## config.mk

```make
export PLATFORM = sky130hd
export DESIGN_NAME = krs_queue
export DESIGN_NICKNAME = d
export VERILOG_FILES = /design/src/hw/rtl/krs_pkg.sv /design/src/hw/rtl/krs_queue.sv
export SDC_FILE = /design/constraint.sdc
export NUM_CORES = 1
export LEC_CHECK = 0
export ABC_AREA = 1
export ABC_CLOCK_PERIOD_IN_PS = 8000
export BUFFER_PORTS_ARGS = -buffer_cell sky130_fd_sc_hd__buf_2
export CORE_ASPECT_RATIO = 1.4
export CORE_MARGIN = 3
export CORE_UTILIZATION = 40
export CTS_BUF_LIST = sky130_fd_sc_hd__clkbuf_8
export CTS_CLUSTER_SIZE = 30
export DETAILED_ROUTE_END_ITERATION = 10
export PLACE_DENSITY_LB_ADDON = 0.15
export SLEW_MARGIN = 10
export SYNTH_ARGS = -nofsm -noshare
export SYNTH_HDL_FRONTEND = slang
export SYNTH_SLANG_ARGS = --single-unit
```

## constraint.sdc

```tcl
create_clock -name clk -period 8 [get_ports clk]
set_input_delay 0.8 -clock clk [delete_from_list [all_inputs] [get_ports clk]]
set_output_delay 0.8 -clock clk [all_outputs]
set_load 0.01 [all_outputs]
```

## src/hw/rtl/krs_pkg.sv

```systemverilog
// krs_pkg: shared types, codes and helpers of the keyed record store
// no dependencies
`timescale 1ns / 1ps
`default_nettype none

package krs_pkg;

	localparam int STORE_BYTES_DEF = 1024;
	localparam int MAX_KEY_DEF     = 32;
	localparam int QUEUE_DEPTH_DEF = 4;

	localparam logic [10:0] CAP_RESET = 11'd1024;

	localparam logic [2:0] OP_SET    = 3'd0;
	localparam logic [2:0] OP_GET    = 3'd1;
	localparam logic [2:0] OP_REMOVE = 3'd2;
	localparam logic [2:0] OP_CLEAR  = 3'd3;
	localparam logic [2:0] OP_COUNT  = 3'd4;
	localparam logic [2:0] OP_KEYAT  = 3'd5;

	localparam logic [2:0] ST_OK       = 3'd0;
	localparam logic [2:0] ST_INVALID  = 3'd1;
	localparam logic [2:0] ST_KEYLONG  = 3'd2;
	localparam logic [2:0] ST_FULL     = 3'd3;
	localparam logic [2:0] ST_NOTFOUND = 3'd4;
	localparam logic [2:0] ST_SMALL    = 3'd5;

	localparam logic [1:0] K_CMD  = 2'd0;
	localparam logic [1:0] K_HDR  = 2'd1;
	localparam logic [1:0] K_WORD = 2'd2;

	typedef struct packed {
		logic [1:0]  kind;
		logic [2:0]  opcode;
		logic [7:0]  key_length;
		logic [7:0]  value_length;
		logic [7:0]  read_capacity;
		logic [9:0]  record_index;
		logic [63:0] word;
		logic        fin;
		logic        abort;
	} entry_t;

	typedef struct packed {
		logic [2:0]  status;
		logic [7:0]  len;
		logic [9:0]  cnt;
		logic [63:0] word;
		logic        last;
	} res_t;

	function automatic logic [5:0] words_of(input logic [7:0] n);
		logic [8:0] s;
		s = {1'b0, n} + 9'd7;
		return s[8:3];
	endfunction

	function automatic res_t make_res(input logic [2:0] st, input logic [7:0] len,
			input logic [9:0] cnt, input logic [63:0] word, input logic last);
		res_t r;
		r.status = st;
		r.len    = len;
		r.cnt    = cnt;
		r.word   = word;
		r.last   = last;
		return r;
	endfunction

endpackage

`default_nettype wire

```

## src/hw/rtl/krs_queue.sv

```systemverilog
// krs_queue: short transaction queue between front and back
// depends on krs_pkg
`timescale 1ns / 1ps
`default_nettype none

module krs_queue import krs_pkg::*; #(
	parameter int DEPTH = QUEUE_DEPTH_DEF
) (
	input  logic   clk,
	input  logic   arst_n,
	input  logic   push,
	input  entry_t push_entry,
	output logic   full,
	input  logic   pop,
	output entry_t head,
	output logic   empty
);

	localparam int PW   = (DEPTH > 1) ? $clog2(DEPTH) : 1;
	localparam int CNTW = $clog2(DEPTH + 1);

	entry_t          slot_q [DEPTH];
	logic [PW-1:0]   wr_ptr_q;
	logic [PW-1:0]   rd_ptr_q;
	logic [CNTW-1:0] count_q;
	logic            do_push;
	logic            do_pop;

	assign full    = count_q == CNTW'(DEPTH);
	assign empty   = count_q == '0;
	assign do_push = push && !full;
	assign do_pop  = pop && !empty;
	assign head    = slot_q[rd_ptr_q];

	always_ff @(posedge clk) begin
		if (do_push)
			slot_q[wr_ptr_q] <= push_entry;
	end

	always_ff @(posedge clk or negedge arst_n) begin
		if (!arst_n) begin
			wr_ptr_q <= '0;
			rd_ptr_q <= '0;
			count_q  <= '0;
		end else begin
			if (do_push)
				wr_ptr_q <= (wr_ptr_q == PW'(DEPTH - 1)) ? '0 : wr_ptr_q + PW'(1);
			if (do_pop)
				rd_ptr_q <= (rd_ptr_q == PW'(DEPTH - 1)) ? '0 : rd_ptr_q + PW'(1);
			if (do_push && !do_pop)
				count_q <= count_q + CNTW'(1);
			else if (do_pop && !do_push)
				count_q <= count_q - CNTW'(1);
		end
	end

endmodule

`default_nettype wire

```

* Word level (Yosys, flattened, before mapping) *
Memory sizes are Yosys's and may differ from the RTL's.
Cells that the tools add are included.

cells by class
  equality and inequality tests = 3
  mux-type cells = 6
  add/sub/neg operators = 4
  reductions and logical operators = 10

operator list
  cell                                               count
  2-to-1 mux 3 bit                                   2
  adder 2 x 1 -> 2 bit (second input constant)       2
  == test 2 bit (second input constant)              2
  logical AND 1 bit                                  4
  logical NOT 1 bit                                  4
  2-to-1 mux 2 bit                                   2
  adder 3 x 1 -> 3 bit (second input constant)       1
  == test 3 bit (second input constant)              1
  logical NOT 3 bit                                  1
  subtractor 3 x 1 -> 3 bit (second input constant)  1
  2-to-1 mux 1 bit                                   2
  nonzero test 2 bit                                 1

storage, ports and cells
  output and inout bits = 107
  input bits = 109
  logic and storage cells = 27
  bits in writable memories = 420
  bits in registers = 7
  memories kept = 1

memory list
  name    depth  bits a word  read ports  clocked after memory_dff  wr ports  line             RTL
  slot_q  4      105          1           0                         1         krs_queue.sv:22  entry_t slot_q [DEPTH];

* Depth between registers and ports, before layout *
Gate-level depths: netlist of the first run.

  word-level depth = 7
  mapped depth = 12
  depth with buffers taken out = 12

* Worst setup path after synthesis of the first run *
OpenSTA, ideal clock, no wires.

  kind = input to register
  from = in push
  to = mem slot_q[0][0] (netlist name) (enable)
  setup slack = 2.117 ns
  data required time = 7.430 ns
  data arrival time = 5.313 ns
  stages on the path = 2
  path through = nand2_1 -> nor2_1

between the ends
  longest elaborated chain between the ends = 3

RTL lines
  element                                 line             RTL
  start, declared                         krs_queue.sv:11  input logic push,
  logical AND 1 bit                       krs_queue.sv:31  assign do_push = push && !full;
  2-to-1 mux 1 bit                        krs_queue.sv:36  if (do_push)
  2-to-1 mux 1 bit (implied by the code)  krs_queue.sv:37  slot_q[wr_ptr_q] <= push_entry;
  end, declared                           krs_queue.sv:22

No other way between the ends.

==> run_results.csv, run 1 <==
group,metric,value,unit
status,outcome,"completed",
placed_design,place_congestion,0.6949,
routing,wl_met1,14.68,mm
logic_synthesis,async_flop_share,1.639,%
routing,ant_nets,0,
sta,finalSetupTns,0,ns
routing,dr.first_iter.drc_count,501,
min_path,hold_depth,1,
critical_path,r2r_cells,6,
critical_path,start_kind,"flop",
routing,wl_per_cell,17.02,µm
placed_design,port_buffers,215,
logic_synthesis,synthFlopType,"edfxtp_1",
logic_synthesis,synth_edf_count,420,
critical_path,slowest_stage,"dfrtp_4",
floorplanning,start_util,40.67,%
cts,cts_tree,"yes",
sta,hold_violations,0,
floorplanning,die_w,181.5,µm
pwr,power_leakage,0.007849,µW
logic_synthesis,yosys-top-cells-count,"edfxtp_1 (420), nand2_1 (330), inv_1 (225), o211ai_1 (210), buf_6 (43)",
global_routing,overflow,0,
routing,vias,10120,
critical_path,cp-end-kind,"output port",
finish,synthToLayoutAreaGrowth,14.20,%
logic_synthesis,yosysWarnings,0,
finish,drive_above_1_share,20.24,%
finish,layout.nets,1631,
sta,max-slew-margin-rel,25.78,%
logic_synthesis,yosys.cell_types.count,17,
floorplanning,num_rows,89,
floorplanning,fp.dieH,251.8,µm
sta,fin_skew,0.01880,ns
sta,rsz0062_at_grt,"no",
routing,drc,0,
global_routing,grt_antenna_before_repair,11,
logic_synthesis,synth_nets,1402,
logic_synthesis,ys_ff_latch,427,
min_path,hold_path.class,"primary input to flop",
routing,highest_layer,"met5",
sta,fmax,0.2451,GHz
cts,clk_latency,0.59,ns
pwr,power.density,354.9,nW/µm²
critical_path,worstPathArrival,3.28,ns
finish,multi_input_area,3018,µm²
global_routing,grt_pass1_wl,54.96,mm
logic_synthesis,synth_area_leader_cell,"edfxtp_1",
global_routing,grtUsageTotal,15.51,%
cts,clock-root-buffer,"clkbuf_8",
sta,whs,0.4191,ns
sta,setup_viol,0,
finish,seq_area,12790,µm²
logic_synthesis,synth_top_area_share,73.09,%
critical_path,worst-path-stages,5,
routing,via_per_inst,4.785,
critical_path,path_buf_inv,2,
run,maxCapViolations,0,
critical_path,crit_type,"flop to output port",
critical_path,path_cells,"buf_4, nand2_1, o211ai_1, nand2_1, buf_2",
cts,postCtsSetupRepairBufs,0,
logic_synthesis,synth_most_common_cell,"edfxtp_1",
routing,dr.pass1.iters,6,
floorplanning,boundaryPins,216,
critical_path,critPathTopFamily,"flip-flops",
sta,layout_min_cycle_time,4.081,ns
logic_synthesis,synthCells,1286,
critical_path,slowest_delay,1.09,ns
cts,cts.sinks,427,
critical_path,path_common_cell,"nand2_1",
routing,routed-wl-met2,18.27,mm
cts,max-clock-path-buffers,3,
logic_synthesis,yosys-top-cells-area,"edfxtp_1 (73%), o211ai_1 (9.1%), nand2_1 (7.2%)",
critical_path,required,7.20,ns
routing,dr_wl_met3,2.114,mm
cts,cts_buffers,67,
cts,htreeDepth,3,
cts,clk_pin_slew,0.06,ns
floorplanning,dieArea,45700,µm²
placed_design,hpwl,20.25,mm
sta,slew_viol_final,0,
sta,worst_pin_slew,1.113,ns
logic_synthesis,netlist_area,17260,µm²
logic_synthesis,synth-seq-area-share,74.11,%
finish,n_fill_cell,3883,
global_routing,grt_pass1_vias,9904,
critical_path,critPathMaxFanout,114,
routing,finalWirelength,35.98,mm
logic_synthesis,synth.avg_cell_area,13.42,µm²
floorplanning,core_area,42430,µm²
sta,post-route-period-util,51.01,%
global_routing,grt_start_max_net_pins,115,
pwr,irDropWorstVdd,203.9,µV
flip-flops by register name, summed over array words and instances, names as in the netlist:
register,flops
count_q,3
rd_ptr_q,2
slot_q,420
wr_ptr_q,2
final cells by class:
type / instances / area share, %
well taps: 546 / 3.467
repair buffers: 230 / 6.044
flip-flops and latches: 427 / 64.93
inverters: 226 / 4.317
clock buffers: 69 / 4.819
clock inverters: 46 / 1.022
diodes: 7 / 0.08889
multi-input cells: 563 / 15.31
cell families after synthesis:
logic type | share of synthesized area [%]
buffers and inverters | 8.578
AND/OR/NAND/NOR | 7.548
AO/OA/AOI/OAI | 9.165
adder cells (fa/ha/maj) | 0.5511
flip-flops | 74.11
XOR/XNOR | 0.05077
path summary, 6_finish.rpt:
| kind | startpoint | end | slack [ns] |
|---|---|---|---|
| worst max-delay path | rd_ptr_q[0]$_DFFE_PN0P_ | head[30] | 3.92 |
| worst min-delay path | push_entry[52] | slot_q[0][52]$_DFFE_PP_ | 0.42 |
| worst max register to register | count_q[0]$_DFFE_PN0P_ | slot_q[3][26]$_DFFE_PP_ | 5.02 |
| worst min register to register | count_q[2]$_DFFE_PN0P_ | count_q[2]$_DFFE_PN0P_ | 0.51 |
| max in group asynchronous | arst_n | rd_ptr_q[1]$_DFFE_PN0P_ | 7.23 |
| min in group asynchronous | arst_n | wr_ptr_q[0]$_DFFE_PN0P_ | 0.57 |
where the power goes:
group	switching [µW]	internal, µW	leakage [µW]
clock network	807	801	0.000667
logic	1490	741	0.00325
registers	218	2940	0.00393
total	2510	4480	0.00785
metal layers:
layer	vias up	track usage [%]
li1	4944	-
met1	4878	18.27
met2	213	27.06
met3	73	4.427
met4	8	5.727
met5	-	0
stage by stage:
stage / area, µm² / cells / setup slack (ns) / util, % / power [µW]
floorplan: 17260 / 1286 / 2.117 / - / 4833
global placement: 18530 / 1991 / 4.490 / 43.67 / 5489
detailed placement: 18530 / 1991 / 4.484 / 43.67 / 5518
finish: 19710 / 2114 / 3.919 / 46.45 / 6994
CTS: 19690 / 2107 / 3.811 / 46.41 / 7165
global route: 19700 / 2111 / 3.581 / 46.43 / 7505
repair_timing:
action,CTS,global route
hold buffers,1,0
resized for setup,0,0
hold endpoints to repair,7,0
worst register-to-register path, stage by stage (launching register included):
cell and delay, ns:
dfrtp_1 0.41, inv_1 0.08, nand3_1 0.14, nand2_1 0.30
nor2_4 0.16, buf_4 0.66, buf_4 0.80
cells in the final DEF, fill, tap and decap left out, drive strengths merged, types with 7 or more instances in the layout:
master | netlist | final
clkbuf | 6 | 69
nand2 | 330 | 330
nand3 | 7 | 7
o211ai | 210 | 210
inv | 226 | 250
clkinv | 0 | 19
edfxtp | 420 | 420
buf | 64 | 229
dfrtp | 7 | 7
diode | 0 | 7
Note: power is estimated with default switching activity, not from simulation.
==> inputs of run 2 (changes only) <==
Settings changed: ABC_CLOCK_PERIOD_IN_PS 8000 to 3800.
Clock period 8 ns to 3.8 ns, I/O delays scaled along.
==> run 2 against run 1 <==
Die area unchanged. Register-to-register slack got worse by 3.6 ns. Largest power group unchanged. Global-route usage increased by 0.28 points. Total power increased by 120%. Clock-buffer cell count increased by 2.
==> run_results.csv, run 2 (synthesized netlist as in run 1, its figures left out) <==
group,metric,value,unit
status,outcome,"completed",
finish,design_area,21030,µm²
critical_path,path_buf_inv,2,
routing,drc,0,
routing,ant_nets,0,
placed_design,hpwl,20.84,mm
cts,clk_latency,0.59,ns
floorplanning,fp.dieH,251.8,µm
routing,dr.first_iter.drc_count,506,
pwr,power_frac_comb,34.6,%
critical_path,reg2reg_to,"slot_q[0][57]$_DFFE_PP_",
run,maxCapViolations,0,
sta,hold_violations,0,
finish,reg.largest.list,"slot_q: 420 flops, count_q: 3 flops",
min_path,hold_depth,3,
critical_path,reg2reg_slack,1.47,ns
finish,fin_util,49.57,%
sta,worst_pin_slew,0.8233,ns
critical_path,slowest_stage,"dfrtp_4",
finish,drive_above_1_share,19.35,%
global_routing,overflow,0,
finish,multi_input_area,3018,µm²
floorplanning,die_w,181.5,µm
cts,cts_buffers,68,
critical_path,start_kind,"flop",
pwr,power.density,717.0,nW/µm²
critical_path,path_common_cell,"nand2_1",
pwr,power_leakage,0.008380,µW
critical_path,worstPathArrival,2.38,ns
cts,cts.sinks,427,
critical_path,crit_type,"flop to output port",
critical_path,path_cells,"buf_12, nand2_1, o211ai_1, nand2_1, buf_2",
floorplanning,start_util,40.67,%
routing,vias,10460,
sta,max-slew-margin-rel,44.98,%
sta,layout_min_cycle_time,2.760,ns
cts,cts_tree,"yes",
global_routing,grt_antenna_before_repair,3,
placed_design,port_buffers,215,
finish,n_fill_cell,3721,
sta,rsz0062_at_grt,"no",
global_routing,grtUsageTotal,15.79,%
floorplanning,core_area,42430,µm²
pwr,netSwitchingFraction,35.45,%
global_routing,grt_start_max_net_pins,108,
finish,synthToLayoutAreaGrowth,21.87,%
floorplanning,num_rows,89,
sta,finalSetupTns,0,ns
sta,setup_viol,0,
finish,layout_common_cells,"edfxtp_1 (420), nand2_1 (330), inv_1 (245), buf_2 (215), o211ai_1 (210)",
sta,post-route-period-util,72.63,%
finish,layout.nets,1747,
pwr,seqPwrFrac,42.9,%
pwr,irDropWorstVdd,591.8,µV
cts,htreeDepth,3,
sta,fmax,0.3623,GHz
min_path,holdCritStartpoint,"pop",
min_path,worstHoldEndpoint,"rd_ptr_q[0]$_DFFE_PN0P_",
finish,final_common_cell,"edfxtp_1",
finish,top_register,"slot_q",
critical_path,required,3.42,ns
critical_path,slowest_delay,0.86,ns
routing,via_per_inst,4.706,
floorplanning,dieArea,45700,µm²
cts,clk_pin_slew,0.05,ns
pwr,p_int,9733,µW
finish,seq_area,12790,µm²
critical_path,r2r-start,"count_q[0]$_DFFE_PN0P_",
critical_path,critPathTopFamily,"flip-flops",
critical_path,cp-end-kind,"output port",
sta,fin_skew,0.01638,ns
routing,finalWirelength,36.31,mm
pwr,power,15080,µW
cts,max-clock-path-buffers,3,
finish,largest_register_ff_count,420,
global_routing,grt_pass1_vias,10550,
global_routing,grt_pass1_wl,56.90,mm
sta,slew_viol_final,0,
critical_path,r2r_cells,5,
critical_path,critPathMaxFanout,98,
floorplanning,boundaryPins,216,
routing,wl_per_cell,16.34,µm
min_path,hold_path.class,"primary input to flop",
routing,dr.pass1.iters,4,
placed_design,place_congestion,0.7772,
pwr,pwr-share-clk,22.5,%
placed_design,dp_cells,2001,
placed_design,place_area,18800,µm²
cts,clock-root-buffer,"clkbuf_8",
finish,finalNonFillerCells,2222,
pwr,switchingPower,5344,µW
## run 2: worst max path at each step
stage | startpoint | endpoint | depth (start not counted)
after floorplan | count_q[0]$_DFFE_PN0P_ | slot_q[0][0]$_DFFE_PP_ | 4
after global placement | count_q[0]$_DFFE_PN0P_ | slot_q[0][73]$_DFFE_PP_ | 5
after detailed placement | count_q[0]$_DFFE_PN0P_ | slot_q[0][57]$_DFFE_PP_ | 5
after CTS | rd_ptr_q[0]$_DFFE_PN0P_ | head[21] | 5
after global routing | rd_ptr_q[0]$_DFFE_PN0P_ | head[28] | 5
final | rd_ptr_q[0]$_DFFE_PN0P_ | head[21] | 5
## run 2: timing repair
action                    4_1_cts  5_1_grt
gates resized for setup         0        0
hold endpoints to repair      427        0
hold buffers                  106        0
setup buffers                   0        0
## run 2: final cells by class
type                            instances  share of cell area (%)
Clock inverter                         42                  0.8687
Multi-Input combinational cell        563                   14.35
Inverter                              226                   4.046
Antenna cell                            2                 0.02380
Timing Repair Buffer                  345                   11.97
Clock buffer                           71                   4.647
Sequential cell                       427                   60.84
Tap cell                              546                   3.249
## run 2: power by group through the flow
stage	clock network, µW	registers (µW)	logic [µW]
after floorplan	0	6510	3600
after global placement	0	6550	5250
after detailed placement	0	6570	5310
after CTS	3530	6480	5410
after global routing	3730	6550	5860
final	3390	6470	5220
## run 2: stage by stage
stage | hold slack (ns) | worst slack, ns
floorplan | 0.08441 | -0.1397
global placement | 0.2268 | 1.407
detailed placement | 0.2265 | 1.367
CTS | 0.003495 | 0.9684
global route | 0.03593 | 0.8296
finish | 0.06592 | 1.040
## run 2: worst reg2reg max path: stages, from the launching register on
cell and delay (ns):
dfrtp_1 0.41, inv_1 0.07, nand3_1 0.14, nand2_1 0.29, nor2_4 0.73, buf_4 0.39
## run 2: per-layer routing
layer / wire, µm / part of all wire (%) / GRT usage (%) / vias up
li1: - / - / - / 5162
met1: 15460 / 43 / 19.32 / 4999
met2: 18190 / 50 / 27.45 / 239
met3: 1844 / 5.1 / 3.807 / 55
met4: 801 / 2.2 / 5.466 / 2
met5: 13 / 0.036 / 0 / -
