<file path="src/hw/rtl/krs_pkg.sv">
// krs_pkg: shared types, codes and helpers of the keyed record store
// no dependencies
`timescale 1ns / 1ps
`default_nettype none

package krs_pkg;

	localparam int STORE_BYTES_DEF = 1024;
	localparam int MAX_KEY_DEF     = 32;
	localparam int QUEUE_DEPTH_DEF = 4;

	localparam logic [10:0] CAP_RESET = 11'd1024;

	localparam logic [2:0] OP_SET    = 3'd0;
	localparam logic [2:0] OP_GET    = 3'd1;
	localparam logic [2:0] OP_REMOVE = 3'd2;
	localparam logic [2:0] OP_CLEAR  = 3'd3;
	localparam logic [2:0] OP_COUNT  = 3'd4;
	localparam logic [2:0] OP_KEYAT  = 3'd5;

	localparam logic [2:0] ST_OK       = 3'd0;
	localparam logic [2:0] ST_INVALID  = 3'd1;
	localparam logic [2:0] ST_KEYLONG  = 3'd2;
	localparam logic [2:0] ST_FULL     = 3'd3;
	localparam logic [2:0] ST_NOTFOUND = 3'd4;
	localparam logic [2:0] ST_SMALL    = 3'd5;

	localparam logic [1:0] K_CMD  = 2'd0;
	localparam logic [1:0] K_HDR  = 2'd1;
	localparam logic [1:0] K_WORD = 2'd2;

	typedef struct packed {
		logic [1:0]  kind;
		logic [2:0]  opcode;
		logic [7:0]  key_length;
		logic [7:0]  value_length;
		logic [7:0]  read_capacity;
		logic [9:0]  record_index;
		logic [63:0] word;
		logic        fin;
		logic        abort;
	} entry_t;

	typedef struct packed {
		logic [2:0]  status;
		logic [7:0]  len;
		logic [9:0]  cnt;
		logic [63:0] word;
		logic        last;
	} res_t;

	function automatic logic [5:0] words_of(input logic [7:0] n);
		logic [8:0] s;
		s = {1'b0, n} + 9'd7;
		return s[8:3];
	endfunction

	function automatic res_t make_res(input logic [2:0] st, input logic [7:0] len,
			input logic [9:0] cnt, input logic [63:0] word, input logic last);
		res_t r;
		r.status = st;
		r.len    = len;
		r.cnt    = cnt;
		r.word   = word;
		r.last   = last;
		return r;
	endfunction

endpackage

`default_nettype wire

</file>
<file path="src/hw/rtl/krs_front.sv">
// krs_front: accepts input items and classifies them into queue entries
// depends on krs_pkg
`timescale 1ns / 1ps
`default_nettype none

module krs_front import krs_pkg::*; (
	input  logic        clk,
	input  logic        arst_n,
	input  logic        in_valid,
	output logic        in_stall,
	input  logic [2:0]  opcode,
	input  logic [7:0]  key_length,
	input  logic [7:0]  value_length,
	input  logic [7:0]  read_capacity,
	input  logic [9:0]  record_index,
	input  logic [63:0] data_word,
	input  logic        last_item,
	input  logic        q_full,
	output logic        push,
	output entry_t      push_entry
);

	logic       busy_q;
	logic [6:0] need_q;
	logic [6:0] wseen_q;
	logic [6:0] need;
	logic       fin;

	assign in_stall = q_full;
	assign push     = in_valid && !q_full;

	always_comb begin
		need = 7'd0;
		if (opcode == OP_SET)
			need = {1'b0, words_of(key_length)} + {1'b0, words_of(value_length)};
		else if (opcode == OP_GET || opcode == OP_REMOVE)
			need = {1'b0, words_of(key_length)};
	end

	assign fin = (wseen_q + 7'd1) >= need_q;

	always_comb begin
		push_entry.opcode        = opcode;
		push_entry.key_length    = key_length;
		push_entry.value_length  = value_length;
		push_entry.read_capacity = read_capacity;
		push_entry.record_index  = record_index;
		push_entry.word          = data_word;
		push_entry.fin           = busy_q && fin;
		push_entry.abort         = busy_q && !fin && last_item;
		if (busy_q)
			push_entry.kind = K_WORD;
		else if (need == 7'd0)
			push_entry.kind = K_CMD;
		else
			push_entry.kind = K_HDR;
	end

	always_ff @(posedge clk or negedge arst_n) begin
		if (!arst_n) begin
			busy_q  <= 1'b0;
			need_q  <= 7'd0;
			wseen_q <= 7'd0;
		end else if (push) begin
			if (!busy_q) begin
				if (need != 7'd0) begin
					busy_q  <= 1'b1;
					need_q  <= need;
					wseen_q <= 7'd0;
				end
			end else if (fin || last_item) begin
				busy_q  <= 1'b0;
				wseen_q <= 7'd0;
			end else begin
				wseen_q <= wseen_q + 7'd1;
			end
		end
	end

endmodule

`default_nettype wire

</file>
<file path="config.mk">
export PLATFORM = sky130hd
export DESIGN_NAME = krs_front
export DESIGN_NICKNAME = d
export VERILOG_FILES = /design/src/hw/rtl/krs_pkg.sv /design/src/hw/rtl/krs_front.sv
export SDC_FILE = /design/constraint.sdc
export NUM_CORES = 1
export LEC_CHECK = 0
export BUFFER_PORTS_ARGS = -buffer_cell sky130_fd_sc_hd__buf_2
export CAP_MARGIN = 20
export CORE_ASPECT_RATIO = 1.75
export CORE_MARGIN = 1.5
export CORE_UTILIZATION = 34
export CTS_CLUSTER_SIZE = 12
export DETAILED_ROUTE_END_ITERATION = 8
export PLACE_DENSITY = 0.78
export SETUP_SLACK_MARGIN = 0.05
export SYNTH_ARGS = -nofsm -noshare
export SYNTH_HDL_FRONTEND = slang
export SYNTH_SLANG_ARGS = --single-unit
</file>
<file path="constraint.sdc">
create_clock -name clk -period 2.8 [get_ports clk]
set_clock_uncertainty 0.1 [all_clocks]
set_input_delay 0.28 -clock clk [delete_from_list [all_inputs] [get_ports clk]]
set_output_delay 0.28 -clock clk [all_outputs]
set_load 0.02 [all_outputs]
</file>
Word-level counts from Yosys, hierarchy flattened
Cells that the tools add are included.
- add/sub/neg operators: 4
- magnitude comparators: 1
- bitwise logic cells: 1
- muxes and demuxes: 10
- eq/ne operators: 2
- reduce and logical (&&, ||, !) cells: 14
- operators by type and width (cell ; count):
    2-to-1 mux 7 bit ; 4
    adder 8 x 3 -> 9 bit, second input constant ; 2
    adder 6 x 6 -> 7 bit ; 1
    adder 7 x 1 -> 7 bit, second input constant ; 1
    >= comparator 7 bit ; 1
    logical NOT 7 bit ; 1
    nonzero test 7 bit ; 1
    2-to-1 mux 6 bit ; 1
    logical AND 1 bit ; 4
    2-to-1 mux 1 bit ; 4
    == test 3 x 1 -> 1 bit, second input constant ; 1
    == test 3 x 2 -> 1 bit, second input constant ; 1
    logical NOT 3 bit ; 1
    AND reduction 3 bit ; 1
    logical NOT 1 bit ; 2
    logical OR 1 bit ; 2
    2-to-1 mux 2 bit ; 1
    AND reduction 2 bit ; 1
    nonzero test 2 bit ; 1
    inverter 1 bit ; 1
- input port bits: 106
- output and inout bits: 107
- register bits after elaboration: 15
- logic and storage cells: 35

Longest topological paths before layout
Gate-level depths: netlist of the first run.
- depth in word-level cells: 7
- gate-level depth with buffers: 11
- mapped depth without buffers: 11

Worst setup path before layout of the first run
Ideal clock, no wire load.
- path type: input -> register
- from: input key_length[2]
- to: register need_q[0]
- required time: 2.575 ns
- arrival time: 2.826 ns
- setup time: 0.125 ns
- stages on the path: 11
- slack: -0.251 ns
- path buffers: 0
- cells stage by stage: nor3_1 > and2b_1 > nand3_1 > xnor2_1 > ha_1 > and3_1 > o2bb2ai_1 > o21a_1 > or2_2 > o31ai_4 > mux2_4
- longest elaborated chain between the ends: 5
- elaborated cells on any way between the ends: 6
- classes of those cells: add/sub: 2; mux: 2; reduce/logical: 2
- RTL lines (what ; RTL line ; text):
    start: declaration ; krs_front.sv:12 ; input logic [7:0] key_length,
    adder 8 x 3 -> 9 bit * ; krs_pkg.sv:54 ; s = {1'b0, n} + 9'd7;
    adder 6 x 6 -> 7 bit / 2-to-1 mux 6 bit (equally long branches) ; krs_front.sv:35, krs_front.sv:36 ;
    2-to-1 mux 7 bit * ; krs_front.sv:34 ; if (opcode == OP_SET)
    nonzero test 7 bit ; krs_front.sv:66 ; if (need != 7'd0) begin
    AND reduction 3 bit (no line) ; -- ;
    end signal: assignment ; krs_front.sv:68 ; need_q <= need;
    end: declaration ; krs_front.sv:24 ; logic [6:0] need_q;
Every way passes the cells marked *; elsewhere a longest branch is shown, timed or not.
A chain may end at the register's enable or synchronous reset.

==> results.md, run 1 <==
* Status: complete, but fails checks
* Failing checks: negative setup slack
* Tmin final at 3.01 ns
* Combinational Power Share at 62.4%
* Final period util at 107%
* Hold WS at 0.200 ns
* R2R depth at 10
* Number of global-route vias before repair at 1810
* Placed Cells at 322
* Syn. warnings at 0
* First-pass GRT wire length at 8.31 mm
* Sw Share at 40.1%
* Mean area per synthesized cell at 8.20 sq um
* Number of buffers created by CTS at 3
* Boundary pin count at 213
* Critical Path AT at 2.63 ns
* Initial core utilization at 35.0%
* Area growth from synthesis to layout at 12.1%
* Port Buffer Count at 48
* H-tree depth at 1
* Die Wd at 65 um
* P_int at 0.993 mW
* Antenna viol nets, final at 0
* Net Sw Power at 0.666 mW
* Design area at 2560 sq um
* Routability-driven placement congestion ratio at 0.800
* Initial antenna violation count at 0
* Final WS setup at -0.210 ns
* Worst-Margin Slew at 0.503 ns
* RSZ-0062 raised after global routing: yes
* Share of cells above drive strength 1 at 51.3%
* Reg2reg start: wseen_q[1]$_DFFE_PN0P_
* WL final at 5.62 mm
* Post-synth EDFFs at 0
* WL per Instance at 16.4 um
* Clk network pwr share at 17.0%
* Drt drc at 0
* CTS Root Buffer Type: clkbuf_16
* Vias/cell at 5.21
* Crit Path Category: in -> out
* Critical path launch point: value_length[0]
* CTS tree: built
* Top FF cell, synth: dfrtp_1
* Max-Cap Viols at 0
* Distinct cells, synth at 47
* Nets at 383
* Peak Freq at 332 MHz
* Std cell rows at 39
* Synthesized flop and latch total at 15
* Slew Limit Fails at 0
* Slew HR at 66.3%
* Hold Crit Class: in -> reg
* Non-filler instance count after layout at 343
* Hpwl dp at 4.19 mm
* Clk sinks at 15
* Worst slack, placed at -0.344 ns
* Initial DRC count at 50
* Net Count, Synth at 400
* DP Area at 2030 sq um
* Worst setup path end: push_entry[103]
* Utilization after layout at 39.2%
* Area of the core at 6540 sq um
* Die ar. at 7250 sq um
* Final Setup Violations at 14
* RR Endpoint: wseen_q[2]$_DFFE_PN0P_
* Vias post-DR at 1788
* Clock transition at path regs at 0.05 ns
* Clk Latency, worst-skew pair at 0.25 ns
* Critical path capture point type: output pin
* Required time at the worst-slack endpoint at 2.42 ns
* Leakage at 1.20 nW
* Async SR Flop Fraction at 100%
* Clock tree buffer depth at 2
* Share of the yosys chip area belonging to registers at 16.4%
* Synthesized instance count at 279
* Final hold vios at 0
* Reg power frac at 20.5%
* GRT Util Overall at 14.6%
* Pwr/cell area at 647 nW/um^2
* Gr ovfl total at 0
* Drt first pass iters at 4
* R2r setup slk at 0.33 ns
* Die span in y at 112 um
* Crit path max fanout at 4
* Startpoint types: input port
* Peak supply drop at 0.252 mV
* Diodes inserted at 0
* Post-Syn Area at 2290 sq um
* Largest net degree at the start of global routing at 16
## how the worst min path moves through the flow
stage,start,to,slack (ns),depth (start not counted)
floorplan,arst_n,busy_q$_DFFE_PN0P_,-0.12,0
global placement,arst_n,wseen_q[6]$_DFFE_PN0P_,0.09,1
detailed placement,arst_n,wseen_q[6]$_DFFE_PN0P_,0.1,1
CTS,last_item,wseen_q[2]$_DFFE_PN0P_,0.20,2
global route,last_item,wseen_q[2]$_DFFE_PN0P_,0.21,2
finish,last_item,wseen_q[2]$_DFFE_PN0P_,0.20,2
## through the flow
| step | TNS [ns] | total power [mW] |
|---|---|---|
| final | -1.53 | 1.66 |
| after global routing | -2.74 | 1.74 |
| after CTS | -0.737 | 1.40 |
| after detailed placement | -4.03 | 1.02 |
| after global placement | -3.47 | 0.993 |
| after floorplan | -0.0371 | 0.953 |
## cell usage after synthesis (2+ instances only)
master	count	area, sq um
o21ai_1	5	25.0
a21o_1	6	45.0
o211ai_1	2	15.0
and3_1	2	12.5
a22oi_1	3	22.5
nand2b_1	8	50.1
nand4_1	2	12.5
a21oi_1	6	30.0
a211oi_1	3	22.5
or2_2	2	12.5
nor4_1	3	18.8
xor2_1	3	26.3
dfrtp_1	15	375
mux2i_1	4	40.0
buf_4	103	773
nand3_1	6	30.0
o31ai_4	2	42.5
ha_1	14	175
nor3_2	2	20.0
nand2_1	8	30.0
nor2_1	10	37.5
xnor2_1	12	105
nor3_1	8	40.0
o21ai_0	7	35.0
a31oi_1	3	18.8
o21a_1	2	15.0
nand3b_1	2	15.0
inv_1	17	63.8
## worst max-delay path, stage by stage
cell,delay [ns]
buf_6,0.09
o31a_1,0.33
buf_4,0.15
xor2_2,0.16
fa_2,0.48
nor4_2,0.32
a21boi_2,0.22
o211ai_1,0.19
nor3_4,0.17
nor2_1,0.06
buf_4,0.16
## power groups by stage
stage | clock network, mW | logic [mW] | registers [mW]
floorplan | 0 | 0.642 | 0.310
global placement | 0 | 0.665 | 0.328
detailed placement | 0 | 0.689 | 0.332
CTS | 0.284 | 0.791 | 0.329
global route | 0.294 | 1.10 | 0.353
finish | 0.283 | 1.04 | 0.341
## sequential cells by signal, summed over array words and instances (netlist names)
name     count
need_q       7
wseen_q      7
busy_q       1
## placed cells by master, fill, tap and decap left out, types with 4 or more instances in the layout
| cell | Yosys | routed |
|---|---|---|
| ha_1 | 14 | 8 |
| mux2i_1 | 4 | 4 |
| xnor2_1 | 12 | 4 |
| dfrtp_1 | 15 | 13 |
| o21ai_1 | 5 | 5 |
| nand2_1 | 8 | 6 |
| buf_6 | 0 | 10 |
| inv_1 | 17 | 17 |
| ha_4 | 0 | 5 |
| buf_4 | 103 | 30 |
| nand2b_1 | 8 | 7 |
| o21ai_0 | 7 | 5 |
| a21o_1 | 6 | 6 |
| buf_2 | 0 | 41 |
| nor3_1 | 8 | 5 |
| a21oi_1 | 6 | 4 |
| nor2_1 | 10 | 9 |
| xnor2_2 | 0 | 6 |
## logic make-up (layout without fill, tap and decap cells)
kind of cell,after synthesis,count (layout),share of synthesized area [%]
buffers and inverters,121,103,36.8
AOI/OAI and AO/OA,50,50,16.4
DFF,15,15,16.4
xor gates and xnor gates,15,15,5.74
adders and majority gates,15,15,8.53
muxes,5,5,2.41
and+or+nand+nor,58,58,13.7
## timing repair
action,in CTS,in global routing
resized for setup,29,33
hold buffers,1,0
endpoints found under the hold margin,15,0
pin swaps,20,24
buffers inserted,9,7
endpoints found under the setup margin,16,16
## metal layers
| layer | routed length [um] | global-route usage (%) | vias to the layer above |
|---|---|---|---|
| met2 | 3150 | 28.6 | 91 |
| li1 | - | - | 807 |
| met1 | 1590 | 11.2 | 822 |
| met5 | 0 | 0 | - |
| met4 | 536 | 14.2 | 0 |
| met3 | 334 | 1.82 | 68 |
## layout make-up
type / instances / area [sq um]
Tap cell: 82 / 103
Multi-Input combinational cell: 143 / 1390
Fill cell: 663 / 3970
Sequential cell: 15 / 378
Clock buffer: 4 / 78.8
Timing Repair Buffer: 82 / 553
Inverter: 17 / 63.8
(Power assumes the default switching activity.)
==> run 2: changes to the inputs <==
- PLACE_DENSITY: 0.78 -> not set
- PLACE_DENSITY_LB_ADDON: not set -> 0.1
==> run 2 against run 1 <==
Compared with the run above: the run still ends with negative setup slack left; cell count grew 2.0%; sequential power shrank 1%; first-iteration DRC count shrank 10%; clock-buffer cell count is the same; clock power is essentially flat; setup slack gained 0.014 ns; utilization grew 0.29 points; sequential cell count is the same; non-clock buffer count grew 7; fmax grew 0.47%; highest routed layer unchanged.
==> results.md, run 2 (same netlist as run 1, synthesis figures left out) <==
* Vias/cell at 5.02 (-3.6%)
* Status: complete, but fails checks
* Std cell rows at 39 (unchanged)
* Max-Cap Viols at 0 (unchanged)
* Peak supply drop at 0.208 mV (-17%)
* Antenna viol nets, final at 0 (unchanged)
* Crit Path Category: in -> out
* Gr ovfl total at 0 (unchanged)
* GRT Util Overall at 16.2% (+1.6 points)
* RR Endpoint: busy_q$_DFFE_PN0P_
* Pwr/cell area at 598 nW/um^2 (-7.5%)
* Crit path max fanout at 5 (+1)
* Critical path capture point type: output pin
* Startpoint types: input port
* Peak Freq at 334 MHz (+0.47%)
* Most common cell after layout, fill and taps aside: buf_2
* Vias post-DR at 1758 (-1.7%)
* Final WS setup at -0.196 ns (+0.0141 ns)
* Boundary pin count at 213 (unchanged)
* Worst slack, placed at -0.462 ns (-0.118 ns)
* Initial core utilization at 35.0% (unchanged)
* Area of the core at 6540 sq um (unchanged)
* Port Buffer Count at 48 (unchanged)
* Area growth from synthesis to layout at 13.0%
* Number of buffers created by CTS at 3 (unchanged)
* Non-filler instance count after layout at 350 (+2.0%)
* WL final at 5.84 mm (+3.8%)
* Tmin final at 3.00 ns (-0.0141 ns)
* R2R depth at 11 (+1)
* CTS tree: built
* Slew Limit Fails at 0 (unchanged)
* First-pass GRT wire length at 8.89 mm (+6.9%)
* Nets at 390 (+1.8%)
* TNS Setup at -0.905 ns (+0.629 ns)
* Clk Latency, worst-skew pair at 0.25 ns (about the same)
* Drt drc at 0 (unchanged)
* Critical Path AT at 2.62 ns (about the same)
* Die ar. at 7250 sq um (unchanged)
* RSZ-0062 raised after global routing: yes
* Final Setup Violations at 14 (unchanged)
* Slew HR at 70.3% (+4.0 points)
* Commonest non-fill, non-tap cells in the layout: buf_2 (40), buf_4 (38), inv_1 (17)
* CTS Root Buffer Type: clkbuf_16
* R2r setup slk at 0.40 ns (+0.07 ns)
* Initial DRC count at 45 (-10%)
* Clock transition at path regs at 0.05 ns (about the same)
* Reg2reg start: wseen_q[1]$_DFFE_PN0P_
* Worst-Margin Slew at 0.441 ns (-0.0622 ns)
* Largest regs: need_q: 7 flops, wseen_q: 7 flops, busy_q: 1 flops
* Share of cells above drive strength 1 at 50.7% (-0.59 points)
* Die Wd at 65 um (unchanged)
* Largest net degree at the start of global routing at 16 (unchanged)
* WL per Instance at 16.7 um (+1.8%)
* H-tree depth at 1 (unchanged)
* Hold WS at 0.192 ns (-0.00790 ns)
* Initial antenna violation count at 0 (unchanged)
* Routability-driven placement congestion ratio at 0.819 (+2.4%)
* Hold Crit Class: in -> reg
* Die span in y at 112 um (unchanged)
* Hpwl dp at 4.69 mm (+12%)
* Clk sinks at 15 (unchanged)
* Final hold vios at 0 (unchanged)
* Failing checks: negative setup slack
* Number of global-route vias before repair at 1903 (+5.1%)
* Critical path launch point: value_length[1]
* Diodes inserted at 0 (unchanged)
* Leakage at 1.20 nW (-0.16%)
* Worst setup path end: push_entry[103]
* Drt first pass iters at 4 (unchanged)
* # fillers at 733 (+11%)
* Placed Cells at 330 (+2.5%)
* Clock tree buffer depth at 2 (unchanged)
* Required time at the worst-slack endpoint at 2.42 ns (about the same)
* Final period util at 107% (-0.50 points)
run 2: how the worst min path moves through the flow:
stage | startpoint | to | slack, ns | cells past startpoint
finish | last_item | wseen_q[2]$_DFFE_PN0P_ | 0.19 | 2
global placement | arst_n | wseen_q[0]$_DFFE_PN0P_ | 0.12 | 1
detailed placement | arst_n | wseen_q[0]$_DFFE_PN0P_ | 0.12 | 1
floorplan | arst_n | busy_q$_DFFE_PN0P_ | -0.12 | 0
global route | last_item | wseen_q[2]$_DFFE_PN0P_ | 0.22 | 2
CTS | last_item | wseen_q[2]$_DFFE_PN0P_ | 0.20 | 2
run 2: critical path, stage by stage:
cell	delay, ns
buf_8	0.10
o31a_1	0.37
nor2_1	0.15
ha_2	0.22
fa_2	0.44
nor4_2	0.25
a21boi_2	0.21
o211ai_1	0.16
nor3_4	0.20
nor2_1	0.07
buf_4	0.16
run 2: stage by stage:
| step | instance area (sq um) | power (mW) | util (%) |
|---|---|---|---|
| floorplan | 2330 | 0.953 | - |
| global placement | 2090 | 1.06 | 31.9 |
| detailed placement | 2090 | 1.06 | 31.9 |
| CTS | 2410 | 1.45 | 36.9 |
| global route | 2580 | 1.65 | 39.5 |
| finish | 2580 | 1.55 | 39.5 |
run 2: repair_timing:
action                                  in CTS  in global routing
pin swaps                                   28                 19
gates resized for setup                     36                 18
endpoints found under the setup margin      15                 16
hold buffers                                 1                  0
hold endpoints to repair                    15                  0
buffers inserted                             7                  9
run 2: layout make-up:
class                   instances  area [sq um]  share of cell area, %
clock buffers                   4          78.8                   3.05
multi-input cells             143          1350                   52.3
inverters                      17          63.8                   2.47
repair buffers                 89           612                   23.7
flip-flops and latches         15           377                   14.6
well taps                      82           103                   3.97
run 2: where the power goes:
| group | internal, mW | switching, mW |
|---|---|---|
| Clock | 0.193 | 0.0875 |
| Sequential | 0.281 | 0.0550 |
| Combinational | 0.465 | 0.465 |
run 2: routing by layer:
metal / global-route usage, % / wire length [um] / share of wire, % / up-vias
li1: - / - / - / 821
met1: 12.3 / 1700 / 29 / 827
met2: 31.6 / 3350 / 57 / 95
met3: 6.16 / 471 / 8.1 / 15
met4: 10.5 / 312 / 5.3 / 0
met5: 0 / 0 / 0 / -
